$ cat src/rtl/wmts_pkg.sv
`default_nettype none
// ----------------------------------------------------------------------------
// wmts_pkg
// Shared constants, types and the window weight tables of the segmenter.
// ----------------------------------------------------------------------------
package wmts_pkg;

    localparam int WINDOW_HALF = 16;
    localparam int WEIGHT_BITS = 16;
    localparam int TAPS        = 2 * WINDOW_HALF + 1;
    localparam int TAP_BITS    = $clog2(TAPS + 1);
    localparam int SAMPLE_BITS = 8;
    localparam int ACC_BITS    = WEIGHT_BITS + SAMPLE_BITS + $clog2(TAPS);
    localparam int WSUM_BITS   = WEIGHT_BITS + $clog2(TAPS);
    localparam int THR_BITS    = 14;
    localparam int STEP_BITS   = 16;
    localparam int POS_BITS    = 32;
    localparam int PROD_BITS   = THR_BITS + WSUM_BITS;

    // register indexes of the configuration port
    localparam logic [1:0] REG_THRESHOLD = 2'd0;
    localparam logic [1:0] REG_STEP      = 2'd1;
    localparam logic [1:0] REG_WINDOW    = 2'd2;

    localparam logic [1:0] WIN_RECT = 2'd3;

    localparam logic REPORT_REGION = 1'b0;
    localparam logic REPORT_END    = 1'b1;

    localparam logic [63:0] Q30        = 64'd1073741824;
    localparam logic [63:0] PI_Q30     = 64'd3373259426;
    localparam logic [63:0] HUNDRED_Q30 = 64'd100 * Q30;

    typedef logic [3:0][TAPS-1:0][WEIGHT_BITS-1:0] t_wtab;

    // control from the sequencer to the multiply-accumulate unit
    typedef struct packed {
        logic                   clr;
        logic                   tap_v;
        logic [WEIGHT_BITS-1:0] tap_w;
        logic                   mul_en;
    } t_mac_ctl;

    // cos(2*pi*num/TAPS) in Q30, taylor series after range reduction
    function automatic logic signed [63:0] cos_q30(input int unsigned num);
        int unsigned n;
        int unsigned numer;
        logic neg;
        logic [63:0] x;
        logic [63:0] x2;
        logic [63:0] mag;
        logic signed [63:0] acc;
        n = num % TAPS;
        if (2 * n > TAPS) n = TAPS - n;
        numer = 2 * n;
        neg = 1'b0;
        if (2 * numer > TAPS) begin
            numer = TAPS - numer;
            neg = 1'b1;
        end
        x   = (PI_Q30 * 64'(numer) + 64'(TAPS / 2)) / TAPS;
        x2  = (x * x + (64'd1 << 29)) >> 30;
        mag = Q30;
        acc = $signed(Q30);
        mag = ((mag * x2) >> 30) / 64'd2;   acc = acc - $signed(mag);
        mag = ((mag * x2) >> 30) / 64'd12;  acc = acc + $signed(mag);
        mag = ((mag * x2) >> 30) / 64'd30;  acc = acc - $signed(mag);
        mag = ((mag * x2) >> 30) / 64'd56;  acc = acc + $signed(mag);
        mag = ((mag * x2) >> 30) / 64'd90;  acc = acc - $signed(mag);
        mag = ((mag * x2) >> 30) / 64'd132; acc = acc + $signed(mag);
        mag = ((mag * x2) >> 30) / 64'd182; acc = acc - $signed(mag);
        mag = ((mag * x2) >> 30) / 64'd240; acc = acc + $signed(mag);
        mag = ((mag * x2) >> 30) / 64'd306; acc = acc - $signed(mag);
        mag = ((mag * x2) >> 30) / 64'd380; acc = acc + $signed(mag);
        return neg ? -acc : acc;
    endfunction

    function automatic t_wtab build_weight_rom();
        t_wtab tab;
        int unsigned m;
        logic signed [63:0] c1;
        logic signed [63:0] c2;
        logic signed [63:0] f [4];
        logic [63:0] v;
        logic [63:0] w;
        for (int k = 0; k < TAPS; k++) begin
            m  = (k < WINDOW_HALF) ? WINDOW_HALF - k : k - WINDOW_HALF;
            c1 = cos_q30(m);
            c2 = cos_q30(2 * m);
            f[0] = 64'sd54 * $signed(Q30) + 64'sd46 * c1;
            f[1] = 64'sd50 * $signed(Q30) + 64'sd50 * c1;
            f[2] = 64'sd42 * $signed(Q30) + 64'sd50 * c1 + 64'sd8 * c2;
            f[3] = 64'sd100 * $signed(Q30);
            for (int j = 0; j < 4; j++) begin
                v = (f[j] < 0) ? 64'd0 : $unsigned(f[j]);
                w = ((v << (WEIGHT_BITS - 1)) + 64'd50 * Q30) / HUNDRED_Q30;
                tab[j][k] = w[WEIGHT_BITS-1:0];
            end
        end
        return tab;
    endfunction

    localparam t_wtab WEIGHT_ROM = build_weight_rom();

endpackage
`default_nettype wire

$ cat src/rtl/windowed_mean_threshold_segmenter.sv
`default_nettype none
// ----------------------------------------------------------------------------
// windowed_mean_threshold_segmenter
// Windowed weighted mean of a cost stream, thresholded into low regions.
// ----------------------------------------------------------------------------
// Each sample is taken in one transaction and the block stays busy until its
// work is done. For a sample that evaluates a position, the accept and check
// states come first, then one shared multiply-accumulate walks the 33 window
// taps through the single read port of the sample RAM, followed by the drain,
// threshold multiply and region update states and then the finish and done states.
// A sample that evaluates nothing goes from the check state straight to finish
// and done, and positions skipped by decimation go from check straight to region
// update. A sample marked last evaluates all remaining positions (up to 17) and
// sends a report for a region still open, if any, and an end marker. Results leave
// through a pending register and an output register, stalling the sequencer
// only while both are full.
module windowed_mean_threshold_segmenter (
    input  wire logic        i_clk,
    input  wire logic        i_rst_n,
    input  wire logic        i_in_valid,
    output logic             o_in_ready,
    input  wire logic [7:0]  i_sample,
    input  wire logic        i_last_sample,
    output logic             o_out_valid,
    input  wire logic        i_out_ready,
    output logic             o_report_kind,
    output logic [31:0]      o_region_start,
    output logic [31:0]      o_region_end,
    output logic             o_last_of_run,
    input  wire logic        i_cfg_we,
    input  wire logic [1:0]  i_cfg_addr,
    input  wire logic [15:0] i_cfg_wdata
);

    localparam int TB = wmts_pkg::TAP_BITS;
    localparam int AB = $clog2(wmts_pkg::TAPS);
    localparam int PB = wmts_pkg::POS_BITS;

    typedef enum logic [8:0] {
        S_IDLE  = 9'b000000001,
        S_CHECK = 9'b000000010,
        S_TAP   = 9'b000000100,
        S_DRAIN = 9'b000001000,
        S_MUL   = 9'b000010000,
        S_UPD   = 9'b000100000,
        S_FIN1  = 9'b001000000,
        S_FIN2  = 9'b010000000,
        S_DONE  = 9'b100000000
    } t_state;

    t_state r_state, n_state;

    logic [wmts_pkg::THR_BITS-1:0]  r_thr;
    logic [wmts_pkg::STEP_BITS-1:0] r_step;
    logic [1:0]                     r_kind;

    logic [AB-1:0]                  r_wr_ptr, n_wr_ptr;
    logic [PB-1:0]                  r_count, n_count;
    logic [PB-1:0]                  r_evpos, n_evpos;
    logic [wmts_pkg::STEP_BITS-1:0] r_phase, n_phase;
    logic                           r_high, n_high;
    logic [PB-1:0]                  r_lrs, n_lrs;
    logic [PB-1:0]                  r_lastev, n_lastev;
    logic                           r_known, n_known;
    logic [PB-1:0]                  r_newest, n_newest;
    logic                           r_last, n_last;
    logic [PB-1:0]                  r_p, n_p;
    logic [TB-1:0]                  r_k, n_k;

    // pending result, held back until its last-of-run flag is known
    logic                           r_pv, n_pv;
    logic                           r_pkind, n_pkind;
    logic [PB-1:0]                  r_ps, n_ps;
    logic [PB-1:0]                  r_pe, n_pe;

    logic                           r_ov, n_ov;
    logic                           r_okind, n_okind;
    logic [PB-1:0]                  r_os, n_os;
    logic [PB-1:0]                  r_oe, n_oe;
    logic                           r_olast, n_olast;

    logic                     accept;
    logic                     low;
    logic [7:0]               rdata;
    wmts_pkg::t_mac_ctl       mac_ctl;
    logic                     rd_en;
    logic [AB-1:0]            rd_addr;

    logic                     rep_v;
    logic                     rep_kind;
    logic [PB-1:0]            rep_s;
    logic [PB-1:0]            rep_e;
    logic                     stall;

    logic                     lo_skip, hi_skip, far;
    logic [PB-1:0]            tap_pos, tap_dist;
    logic [AB-1:0]            latest;
    logic [AB:0]              addr_wide;
    logic [wmts_pkg::STEP_BITS-1:0] step_eff;
    logic [wmts_pkg::STEP_BITS:0]   phase_inc;
    logic [PB-1:0]            pending;

    assign accept     = i_in_valid && o_in_ready;
    assign o_in_ready = (r_state == S_IDLE);

    wmts_ram #(
        .WIDTH (wmts_pkg::SAMPLE_BITS),
        .DEPTH (wmts_pkg::TAPS)
    ) u_ram (
        .i_clk   (i_clk),
        .i_we    (accept),
        .i_waddr (r_wr_ptr),
        .i_wdata (i_sample),
        .i_re    (rd_en),
        .i_raddr (rd_addr),
        .o_rdata (rdata)
    );

    wmts_mac u_mac (
        .i_clk       (i_clk),
        .i_ctl       (mac_ctl),
        .i_rdata     (rdata),
        .i_threshold (r_thr),
        .o_low       (low)
    );

    // tap address generation
    always_comb begin
        lo_skip  = (r_k < TB'(wmts_pkg::WINDOW_HALF)) &&
                   (r_p < PB'(wmts_pkg::WINDOW_HALF) - PB'(r_k));
        tap_pos  = r_p + PB'(r_k) - PB'(wmts_pkg::WINDOW_HALF);
        hi_skip  = (r_k > TB'(wmts_pkg::WINDOW_HALF)) && (tap_pos > r_newest);
        tap_dist = r_newest - tap_pos;
        far      = tap_dist >= PB'(wmts_pkg::TAPS);
        latest   = (r_wr_ptr == '0) ? AB'(wmts_pkg::TAPS - 1) : r_wr_ptr - AB'(1);
        if (latest >= tap_dist[AB-1:0]) begin
            addr_wide = {1'b0, latest} - {1'b0, tap_dist[AB-1:0]};
        end else begin
            addr_wide = {1'b0, latest} + (AB+1)'(wmts_pkg::TAPS) - {1'b0, tap_dist[AB-1:0]};
        end
        rd_addr = addr_wide[AB-1:0];
        rd_en   = (r_state == S_TAP) && !lo_skip && !hi_skip && !far;

        mac_ctl.clr    = (r_state == S_CHECK);
        mac_ctl.tap_v  = rd_en;
        mac_ctl.tap_w  = wmts_pkg::WEIGHT_ROM[r_kind][r_k[AB-1:0]];
        mac_ctl.mul_en = (r_state == S_MUL);
    end

    assign step_eff  = (r_step == '0) ? wmts_pkg::STEP_BITS'(1) : r_step;
    assign phase_inc = {1'b0, r_phase} + (wmts_pkg::STEP_BITS+1)'(1);
    assign pending   = r_newest - r_evpos;

    always_comb begin
        n_state  = r_state;
        n_wr_ptr = r_wr_ptr;
        n_count  = r_count;
        n_evpos  = r_evpos;
        n_phase  = r_phase;
        n_high   = r_high;
        n_lrs    = r_lrs;
        n_lastev = r_lastev;
        n_known  = r_known;
        n_newest = r_newest;
        n_last   = r_last;
        n_p      = r_p;
        n_k      = r_k;
        n_pv     = r_pv;
        n_pkind  = r_pkind;
        n_ps     = r_ps;
        n_pe     = r_pe;
        n_ov     = r_ov;
        n_okind  = r_okind;
        n_os     = r_os;
        n_oe     = r_oe;
        n_olast  = r_olast;
        rep_v    = 1'b0;
        rep_kind = wmts_pkg::REPORT_REGION;
        rep_s    = r_lrs;
        rep_e    = r_p;

        if (r_ov && i_out_ready) begin
            n_ov = 1'b0;
        end

        unique case (r_state)
            S_IDLE: begin
                if (accept) begin
                    n_newest = r_count;
                    n_count  = r_count + PB'(1);
                    n_wr_ptr = (r_wr_ptr == AB'(wmts_pkg::TAPS - 1)) ? '0 : r_wr_ptr + AB'(1);
                    n_last   = i_last_sample;
                    n_state  = S_CHECK;
                end
            end
            S_CHECK: begin
                if (pending >= PB'(wmts_pkg::WINDOW_HALF) || r_last) begin
                    n_p = r_evpos;
                    n_k = '0;
                    if (!r_known || r_phase == '0) begin
                        n_state = S_TAP;
                    end else begin
                        n_state = S_UPD;
                    end
                end else begin
                    n_state = S_FIN1;
                end
            end
            S_TAP: begin
                n_k = r_k + TB'(1);
                if (r_k == TB'(wmts_pkg::TAPS - 1)) begin
                    n_state = S_DRAIN;
                end
            end
            S_DRAIN: begin
                n_state = S_MUL;
            end
            S_MUL: begin
                n_state = S_UPD;
            end
            S_UPD: begin
                if (r_known && r_phase == '0 && !low && !r_high) begin
                    rep_v = 1'b1;
                end
            end
            S_FIN1: begin
                if (r_last && r_known && !r_high) begin
                    rep_v = 1'b1;
                    rep_e = r_lastev;
                end
            end
            S_FIN2: begin
                rep_v    = 1'b1;
                rep_kind = wmts_pkg::REPORT_END;
                rep_s    = '0;
                rep_e    = '0;
            end
            S_DONE: begin
            end
            default: begin
                n_state = S_IDLE;
            end
        endcase

        stall = (rep_v || r_state == S_DONE) && r_pv && r_ov;

        if (!stall) begin
            if (rep_v) begin
                if (r_pv) begin
                    n_ov    = 1'b1;
                    n_okind = r_pkind;
                    n_os    = r_ps;
                    n_oe    = r_pe;
                    n_olast = 1'b0;
                end
                n_pv    = 1'b1;
                n_pkind = rep_kind;
                n_ps    = rep_s;
                n_pe    = rep_e;
            end
            unique case (r_state)
                S_UPD: begin
                    if (!r_known) begin
                        n_high  = !low;
                        n_known = 1'b1;
                    end else if (r_phase == '0) begin
                        if (!low) begin
                            n_high = 1'b1;
                        end else if (r_high) begin
                            n_high = 1'b0;
                            n_lrs  = r_p;
                        end
                        n_lastev = r_p;
                    end
                    n_phase = (phase_inc >= {1'b0, step_eff}) ? '0
                                                              : phase_inc[wmts_pkg::STEP_BITS-1:0];
                    n_evpos = r_evpos + PB'(1);
                    n_state = (r_p == r_newest) ? S_FIN1 : S_CHECK;
                end
                S_FIN1: begin
                    n_state = r_last ? S_FIN2 : S_DONE;
                end
                S_FIN2: begin
                    // stream end: back to the reset state of the stream
                    n_wr_ptr = '0;
                    n_count  = '0;
                    n_evpos  = '0;
                    n_phase  = '0;
                    n_high   = 1'b0;
                    n_lrs    = PB'(1);
                    n_lastev = PB'(1);
                    n_known  = 1'b0;
                    n_state  = S_DONE;
                end
                S_DONE: begin
                    if (r_pv) begin
                        n_ov    = 1'b1;
                        n_okind = r_pkind;
                        n_os    = r_ps;
                        n_oe    = r_pe;
                        n_olast = 1'b1;
                        n_pv    = 1'b0;
                    end
                    n_state = S_IDLE;
                end
                default: begin
                end
            endcase
        end
    end

    always_ff @(posedge i_clk) begin
        if (!i_rst_n) begin
            r_state  <= S_IDLE;
            r_thr    <= '0;
            r_step   <= wmts_pkg::STEP_BITS'(1);
            r_kind   <= wmts_pkg::WIN_RECT;
            r_wr_ptr <= '0;
            r_count  <= '0;
            r_evpos  <= '0;
            r_phase  <= '0;
            r_high   <= 1'b0;
            r_lrs    <= PB'(1);
            r_lastev <= PB'(1);
            r_known  <= 1'b0;
            r_last   <= 1'b0;
            r_pv     <= 1'b0;
            r_ov     <= 1'b0;
        end else begin
            r_state  <= n_state;
            r_wr_ptr <= n_wr_ptr;
            r_count  <= n_count;
            r_evpos  <= n_evpos;
            r_phase  <= n_phase;
            r_high   <= n_high;
            r_lrs    <= n_lrs;
            r_lastev <= n_lastev;
            r_known  <= n_known;
            r_last   <= n_last;
            r_pv     <= n_pv;
            r_ov     <= n_ov;
            if (i_cfg_we) begin
                unique case (i_cfg_addr)
                    wmts_pkg::REG_THRESHOLD: r_thr  <= i_cfg_wdata[wmts_pkg::THR_BITS-1:0];
                    wmts_pkg::REG_STEP:      r_step <= i_cfg_wdata;
                    wmts_pkg::REG_WINDOW:    r_kind <= i_cfg_wdata[1:0];
                    default: begin
                    end
                endcase
            end
        end
    end

    always_ff @(posedge i_clk) begin
        r_newest <= n_newest;
        r_p      <= n_p;
        r_k      <= n_k;
        r_pkind  <= n_pkind;
        r_ps     <= n_ps;
        r_pe     <= n_pe;
        r_okind  <= n_okind;
        r_os     <= n_os;
        r_oe     <= n_oe;
        r_olast  <= n_olast;
    end

    assign o_out_valid    = r_ov;
    assign o_report_kind  = r_okind;
    assign o_region_start = r_os;
    assign o_region_end   = r_oe;
    assign o_last_of_run  = r_olast;

endmodule
`default_nettype wire

$ cat src/rtl/wmts_ram.sv
`default_nettype none
// ----------------------------------------------------------------------------
// wmts_ram
// Generic single write, single read RAM with registered read data.
// ----------------------------------------------------------------------------
module wmts_ram #(
    parameter int WIDTH = 8,
    parameter int DEPTH = 33
) (
    input  wire logic                     i_clk,
    input  wire logic                     i_we,
    input  wire logic [$clog2(DEPTH)-1:0] i_waddr,
    input  wire logic [WIDTH-1:0]         i_wdata,
    input  wire logic                     i_re,
    input  wire logic [$clog2(DEPTH)-1:0] i_raddr,
    output logic      [WIDTH-1:0]         o_rdata
);

    logic [WIDTH-1:0] r_mem [DEPTH];
    logic [WIDTH-1:0] r_rdata;

    always_ff @(posedge i_clk) begin
        if (i_we) begin
            r_mem[i_waddr] <= i_wdata;
        end
        if (i_re) begin
            r_rdata <= r_mem[i_raddr];
        end
    end

    assign o_rdata = r_rdata;

endmodule
`default_nettype wire

$ cat src/rtl/wmts_mac.sv
`default_nettype none
// ----------------------------------------------------------------------------
// wmts_mac
// Shared multiply-accumulate over the window taps and threshold compare.
// ----------------------------------------------------------------------------
module wmts_mac (
    input  wire logic                              i_clk,
    input  wire wmts_pkg::t_mac_ctl                i_ctl,
    input  wire logic [wmts_pkg::SAMPLE_BITS-1:0]  i_rdata,
    input  wire logic [wmts_pkg::THR_BITS-1:0]     i_threshold,
    output logic                                   o_low
);

    logic                                 r_rdv;
    logic [wmts_pkg::WEIGHT_BITS-1:0]     r_rdw;
    logic [wmts_pkg::ACC_BITS-1:0]        r_acc;
    logic [wmts_pkg::WSUM_BITS-1:0]       r_wsum;
    logic [wmts_pkg::PROD_BITS-1:0]       r_prod;
    logic [wmts_pkg::WEIGHT_BITS+wmts_pkg::SAMPLE_BITS-1:0] prod_tap;

    assign prod_tap = r_rdw * i_rdata;

    always_ff @(posedge i_clk) begin
        r_rdv <= i_ctl.tap_v;
        r_rdw <= i_ctl.tap_w;
        if (i_ctl.clr) begin
            r_acc  <= '0;
            r_wsum <= '0;
        end else begin
            if (i_ctl.tap_v) begin
                r_wsum <= r_wsum + wmts_pkg::WSUM_BITS'(i_ctl.tap_w);
            end
            // read data arrives in the cycle after its tap
            if (r_rdv) begin
                r_acc <= r_acc + wmts_pkg::ACC_BITS'(prod_tap);
            end
        end
        if (i_ctl.mul_en) begin
            r_prod <= i_threshold * r_wsum;
        end
    end

    assign o_low = ({r_acc, 6'b0} < wmts_pkg::PROD_BITS'(r_prod));

endmodule
`default_nettype wire
$ cat config.mk
export PLATFORM = sky130hd
export DESIGN_NAME = windowed_mean_threshold_segmenter
export DESIGN_NICKNAME = d
export VERILOG_FILES = /design/src/rtl/wmts_pkg.sv /design/src/rtl/windowed_mean_threshold_segmenter.sv /design/src/rtl/wmts_ram.sv /design/src/rtl/wmts_mac.sv
export SDC_FILE = /design/constraint.sdc
export NUM_CORES = 2
export LEC_CHECK = 0
export ABC_CLOCK_PERIOD_IN_PS = 9850
export BUFFER_PORTS_ARGS = -buffer_cell sky130_fd_sc_hd__buf_2
export CAP_MARGIN = 5
export CORE_MARGIN = 1.5
export CORE_UTILIZATION = 55
export CTS_BUF_LIST = sky130_fd_sc_hd__clkbuf_8
export CTS_CLUSTER_SIZE = 25
export DETAILED_ROUTE_END_ITERATION = 16
export GPL_ROUTABILITY_DRIVEN = 0
export PLACE_DENSITY_LB_ADDON = 0.1
export SLEW_MARGIN = 40
export SYNTH_ARGS = -nofsm -noshare
export SYNTH_HDL_FRONTEND = slang
export SYNTH_SLANG_ARGS = --single-unit
$ cat constraint.sdc
create_clock -name i_clk -period 9.85 [get_ports i_clk]
set_input_delay 0.4925 -clock i_clk [delete_from_list [all_inputs] [get_ports i_clk]]
set_output_delay 0.4925 -clock i_clk [all_outputs]
set_load 0.02 [all_outputs]
# Word-level counts from Yosys, hierarchy flattened
# Memories as Yosys holds them, arrays and structs flattened. A register that Yosys moved wholly into a read port is not among the register bits.
# Index checks and enable logic that the tools add are counted.
# totals
inputBits,32
ramBits,264
wordCells,198
ff_bits,502
memories,1
# memory_table
memory,words,width,read_ports,rd_ports_with_merged_regs,wr,line,source
u_ram.r_mem,33,8,1,1,1,wmts_ram.sv:19,logic [WIDTH-1:0] r_mem [DEPTH];
# classes
addsub,16
reduce_logical,41
mul,2
n_lt_le_gt_ge,11
eq_ne,20
n_mux,76
bitwise_logic,1
# op_table
operator,n
$bmux W528 S2,1
$mux W32,19
$mux W528,1
$pmux W32 S2,4
$bmux W16 S6,1
$add A32 B1 Y32 const B,2
$sub A32 B32 Y32,2
$mux W6,9
$pmux W9 S6,1
$mux W16,3
$mux W9,5
$lt A36 B36 Y1,1
$mul A14 B22 Y36,1
$pmux W9 S4,1
$add A32 B6 Y32,1
$eq A32 B32 Y1,1
$ge A32 B5 Y1 const B,1
$ge A32 B6 Y1 const B,1
$gt A32 B32 Y1,1
$logic_not A16 Y1,2
$lt A32 B32 Y1,1
$pmux W16 S2,1
$sub A32 B5 Y32 const B,1
$add A30 B24 Y30,1
46 further kinds,105

# Longest topological paths before layout
# logic_depth
ltp_word,11
ltp_mapped,32
depth_no_buf,29

# By module
# From an unflattened synthesis, not the netlist that was laid out.
# unflattened
hier_cells,5840
hier_area_um2,56435.4
# by_module_without_submodules
module,n_inst,cells_each,area_per_inst_um2
windowed_mean_threshold_segmenter,1,3042,25988.7
wmts_mac,1,2196,19607.6
wmts_ram,1,602,10839.1

# Least setup slack after synthesis
# Ideal clock, no wire load.
# synth_timing
kind,register to register
from,reg u_mac.r_wsum[6] (netlist name)
to,reg u_mac.r_prod[34] (netlist name) (data pin)
setup_ns,0.266
slack_ns,2.821
t_arrival_ns,6.763
stages_incl_launch_ff,25
path_cell_list,dfxtp_1 clkbuf_1 nand2_1 fa_1 inv_1 fa_1 fa_1 fa_1 fa_1 inv_1 fa_1 inv_1 ha_1 a21o_1 a21o_1 a21oi_1 a21oi_1 o31ai_1 o21ai_0 a31oi_1 o21ai_0 a21o_1 a2111oi_0 nor3_1 xor2_1
# synth_between
elab_chain_len,1
# synth_rtl
item,line,source
"start, declared",wmts_mac.sv:17,logic [wmts_pkg::WSUM_BITS-1:0] r_wsum;
"start signal, assigned",wmts_mac.sv:31,r_wsum <= r_wsum + wmts_pkg::WSUM_BITS'(i_ctl.tap_w);
$mul A14 B22 Y36,wmts_mac.sv:39,r_prod <= i_threshold * r_wsum;
"end signal, assigned",wmts_mac.sv:39,
"end, declared",wmts_mac.sv:18,logic [wmts_pkg::PROD_BITS-1:0] r_prod;
# No other way between the ends.
# A chain may end at the register's enable or synchronous reset.

# Worst setup path in the final report
# layout_timing
from,reg r_p[2]
to,reg u_mac.r_wsum[4] (netlist name)
# layout_between
elab_chain_len,7
# layout_rtl
item,line,source
"start, declared",windowed_mean_threshold_segmenter.sv:67,"logic [PB-1:0] r_p, n_p;"
"start signal, assigned",windowed_mean_threshold_segmenter.sv:356,r_p <= n_p;
"parallel branches: the longest is 6 deep, another holds $add A32 B6 Y32",--,
$logic_and A1 B1 Y1 *,windowed_mean_threshold_segmenter.sv:142,rd_en = (r_state == S_TAP) && !lo_skip && !hi_skip && !far;
# Mark *: on every way between the ends.

==> impl_metrics.yaml <==
synth:
  synth_top_area_share: 0.275
  async_flop_share: 0
  yosysTopAreaCell: "edfxtp_1"
  yosys_register_bits: 774
  yosys_warnings: 0
  seq_area_frac_synth: 0.370
  yosysMostFrequentCell: "nand2_1"
  syn_nets: 6396
  synth_cells: 5645
  post_synth.cell_area_avg_um2: 9.85
  synthDistinctLibCells: 86
  synth_common_cells: "nand2_1, inv_1, edfxtp_1, nor2_1, ha_1"
  yosys_most_used_dff: "edfxtp_1"
  synth-edff-count: 509
  synth_area_leaders: "edfxtp_1, fa_1, dfxtp_1, ha_1, nand2_1"
  synth.cell_area_um2: 55600
sta:
  period_share: 0.880
  finClkSkew_ps: 36.0
  relSlewSlack: 0.368
  slew_viol_final: 0
  final_hold_viol_count: 0
  clock.fmax_mhz: 115
  grt_setup_unrepaired: "no"
  period_needed_ps: 8670
  tightest_slew_ps: 940
  fin_tns_setup_ps: 0
  setup_viol: 0
place:
  port_buffers: 99
  dp_hpwl_mm: 110
  dpl.cell_count: 6832
floorplan:
  die_y_um: 321
  die_area_um2: 103000
  coreArea_um2: 100000
  pin_count: 100
  start_util: 0.555
  num_rows: 116
  die_w_um: 321
cts:
  clk_pin_slew_worst_paths_ps: 60
  clock_latency_ps: 830
  cts_buffers: 136
  htreeDepth: 4
  clock-sinks: 774
  clk_path_buf_depth: 3
  cts_tree: "yes"
  postCtsHoldBufs: 20
  cts_resized: 0
  postCtsSetupBuffers: 0
  cts_root_buf: "clkbuf_8"
drt:
  wl_per_cell_um: 21.2
  wl_mm: 151
  vias: 42400
  antenna_left: 0
  drc: 0
  drt-initial-drc-count: 4134
  dr.pass1.iters: 6
  viasPerCell: 5.97
outcome:
  status: "finished, final reports clean"
worst_setup_path:
  slowest_stage: "nand4bb_2"
  critPathKind: "reg2reg"
  slowest_delay_ps: 750
  cp-end-kind: "flop"
  start_kind: "flop"
  crit_required_ps: 10600
  arrival_ps: 9420
  cp_max_fo: 21
global_route:
  grt_max_degree: 96
  antenna_found_initial: 8
  grt_usage: 0.294
  grt_pass1_wl_mm: 235
  first_global_vias: 40800
  grt_overflow: 0
finish:
  area_growth_pct: 8.44
  fin_nets: 6444
  drive_gt1_frac: 0.0916
  finalNonFillerCells: 7109
flow_run:
  cap_violations: 0
min_path:
  hold_path_class: "in2reg"
power_and_ir_drop:
  vdd_drop_max_mv: 0.224
  leakagePower_uw: 0.0248
  powerDensity_nw_per_um2: 154
sequential cells by signal, indices dropped and copies added, names as in the netlist, 8 cells and up, named ones only:
register       count
r_count           32
r_evpos           32
r_lastev          32
r_lrs             32
r_newest          32
r_p               32
r_pe              32
r_phase           16
r_ps              32
r_state            9
r_step            16
r_thr             14
u_mac.r_acc       30
u_mac.r_prod      36
u_mac.r_rdw       16
u_mac.r_wsum      22
u_ram.o_rdata      8
u_ram.r_mem      264
critical path: cells and delay by family (launching register included):
| family | cells | cell delay (ps) |
|---|---|---|
| AOI/OAI and AO/OA | 15 | 4100 |
| and+or+nand+nor | 8 | 2310 |
| adders and majority gates | 3 | 1040 |
| DFF | 1 | 500 |
| buffers and inverters | 1 | 480 |
| xor gates and xnor gates | 1 | 140 |
cell usage in the layout (no fill, tap or decap), types with 138 or more instances in the layout:
| cell | instances |
|---|---|
| a21oi_1 | 311 |
| and2_1 | 247 |
| clkbuf_8 | 147 |
| dfxtp_1 | 258 |
| edfxtp_1 | 509 |
| fa_1 | 352 |
| ha_1 | 366 |
| inv_1 | 626 |
| nand2_1 | 602 |
| nand3_1 | 138 |
| nor2_1 | 379 |
| o21ai_0 | 223 |
stage by stage:
step                      hold slack, ps  area (um2)  total power (uW)  utilization  setup WS, ps
after CTS                           98.2       60200              9370        0.601          1390
after global routing                 199       60300              9800        0.602           722
after detailed placement             439       57400              6500        0.573          1400
after floorplan                      427       55600              5730            -          2820
final                                187       60300              9300        0.602          1180
after global placement               434       57300              6480        0.572          1600
worst paths after layout:
check	start	endpoint	slack, ps	cells after the start
worst max-delay path	r_p[2]	u_mac.r_wsum[4]	1180	28
worst min-delay path	i_cfg_we	r_kind[0]	190	4
worst max register to register	r_p[2]	u_mac.r_wsum[4]	1180	28
worst min register to register	r_lrs[24]	r_lrs[24]	440	2
metal layers:
metal  GRT usage  vias up  routed length (um)
met1       0.421    20700               66000
met5           0        -                  64
met4      0.0993       10                4610
li1            -    19700                   -
met3      0.0677      287               14600
met2       0.441     1728               65500
cell families (layout without fill, tap and decap cells):
group,count (synthesis),in the layout,synth area share
flops,774,774,0.370
fa+ha+maj,719,719,0.209
other cells,0,4,0
buf+inv,872,1034,0.0593
compound gates,1038,1038,0.118
mux,193,193,0.0499
xor+xnor,228,228,0.0359
simple gates,1821,1821,0.157
power breakdown:
group          switching (uW)  internal [uW]  total [uW]
registers                 109           3540        3650
logic                    1580           1220        2800
clock network            1400           1450        2850
total                    3090           6210        9300
final cells by class:
type | instances | area [um2]
diodes | 4 | 10.0
flip-flops and latches | 774 | 20600
well taps | 1298 | 1620
clock inverters | 105 | 589
fillers | 8533 | 39800
inverters | 582 | 2180
clock buffers | 147 | 2020
repair buffers | 200 | 1330
multi-input cells | 3999 | 31900
Note: power is estimated with default switching activity, not from simulation.
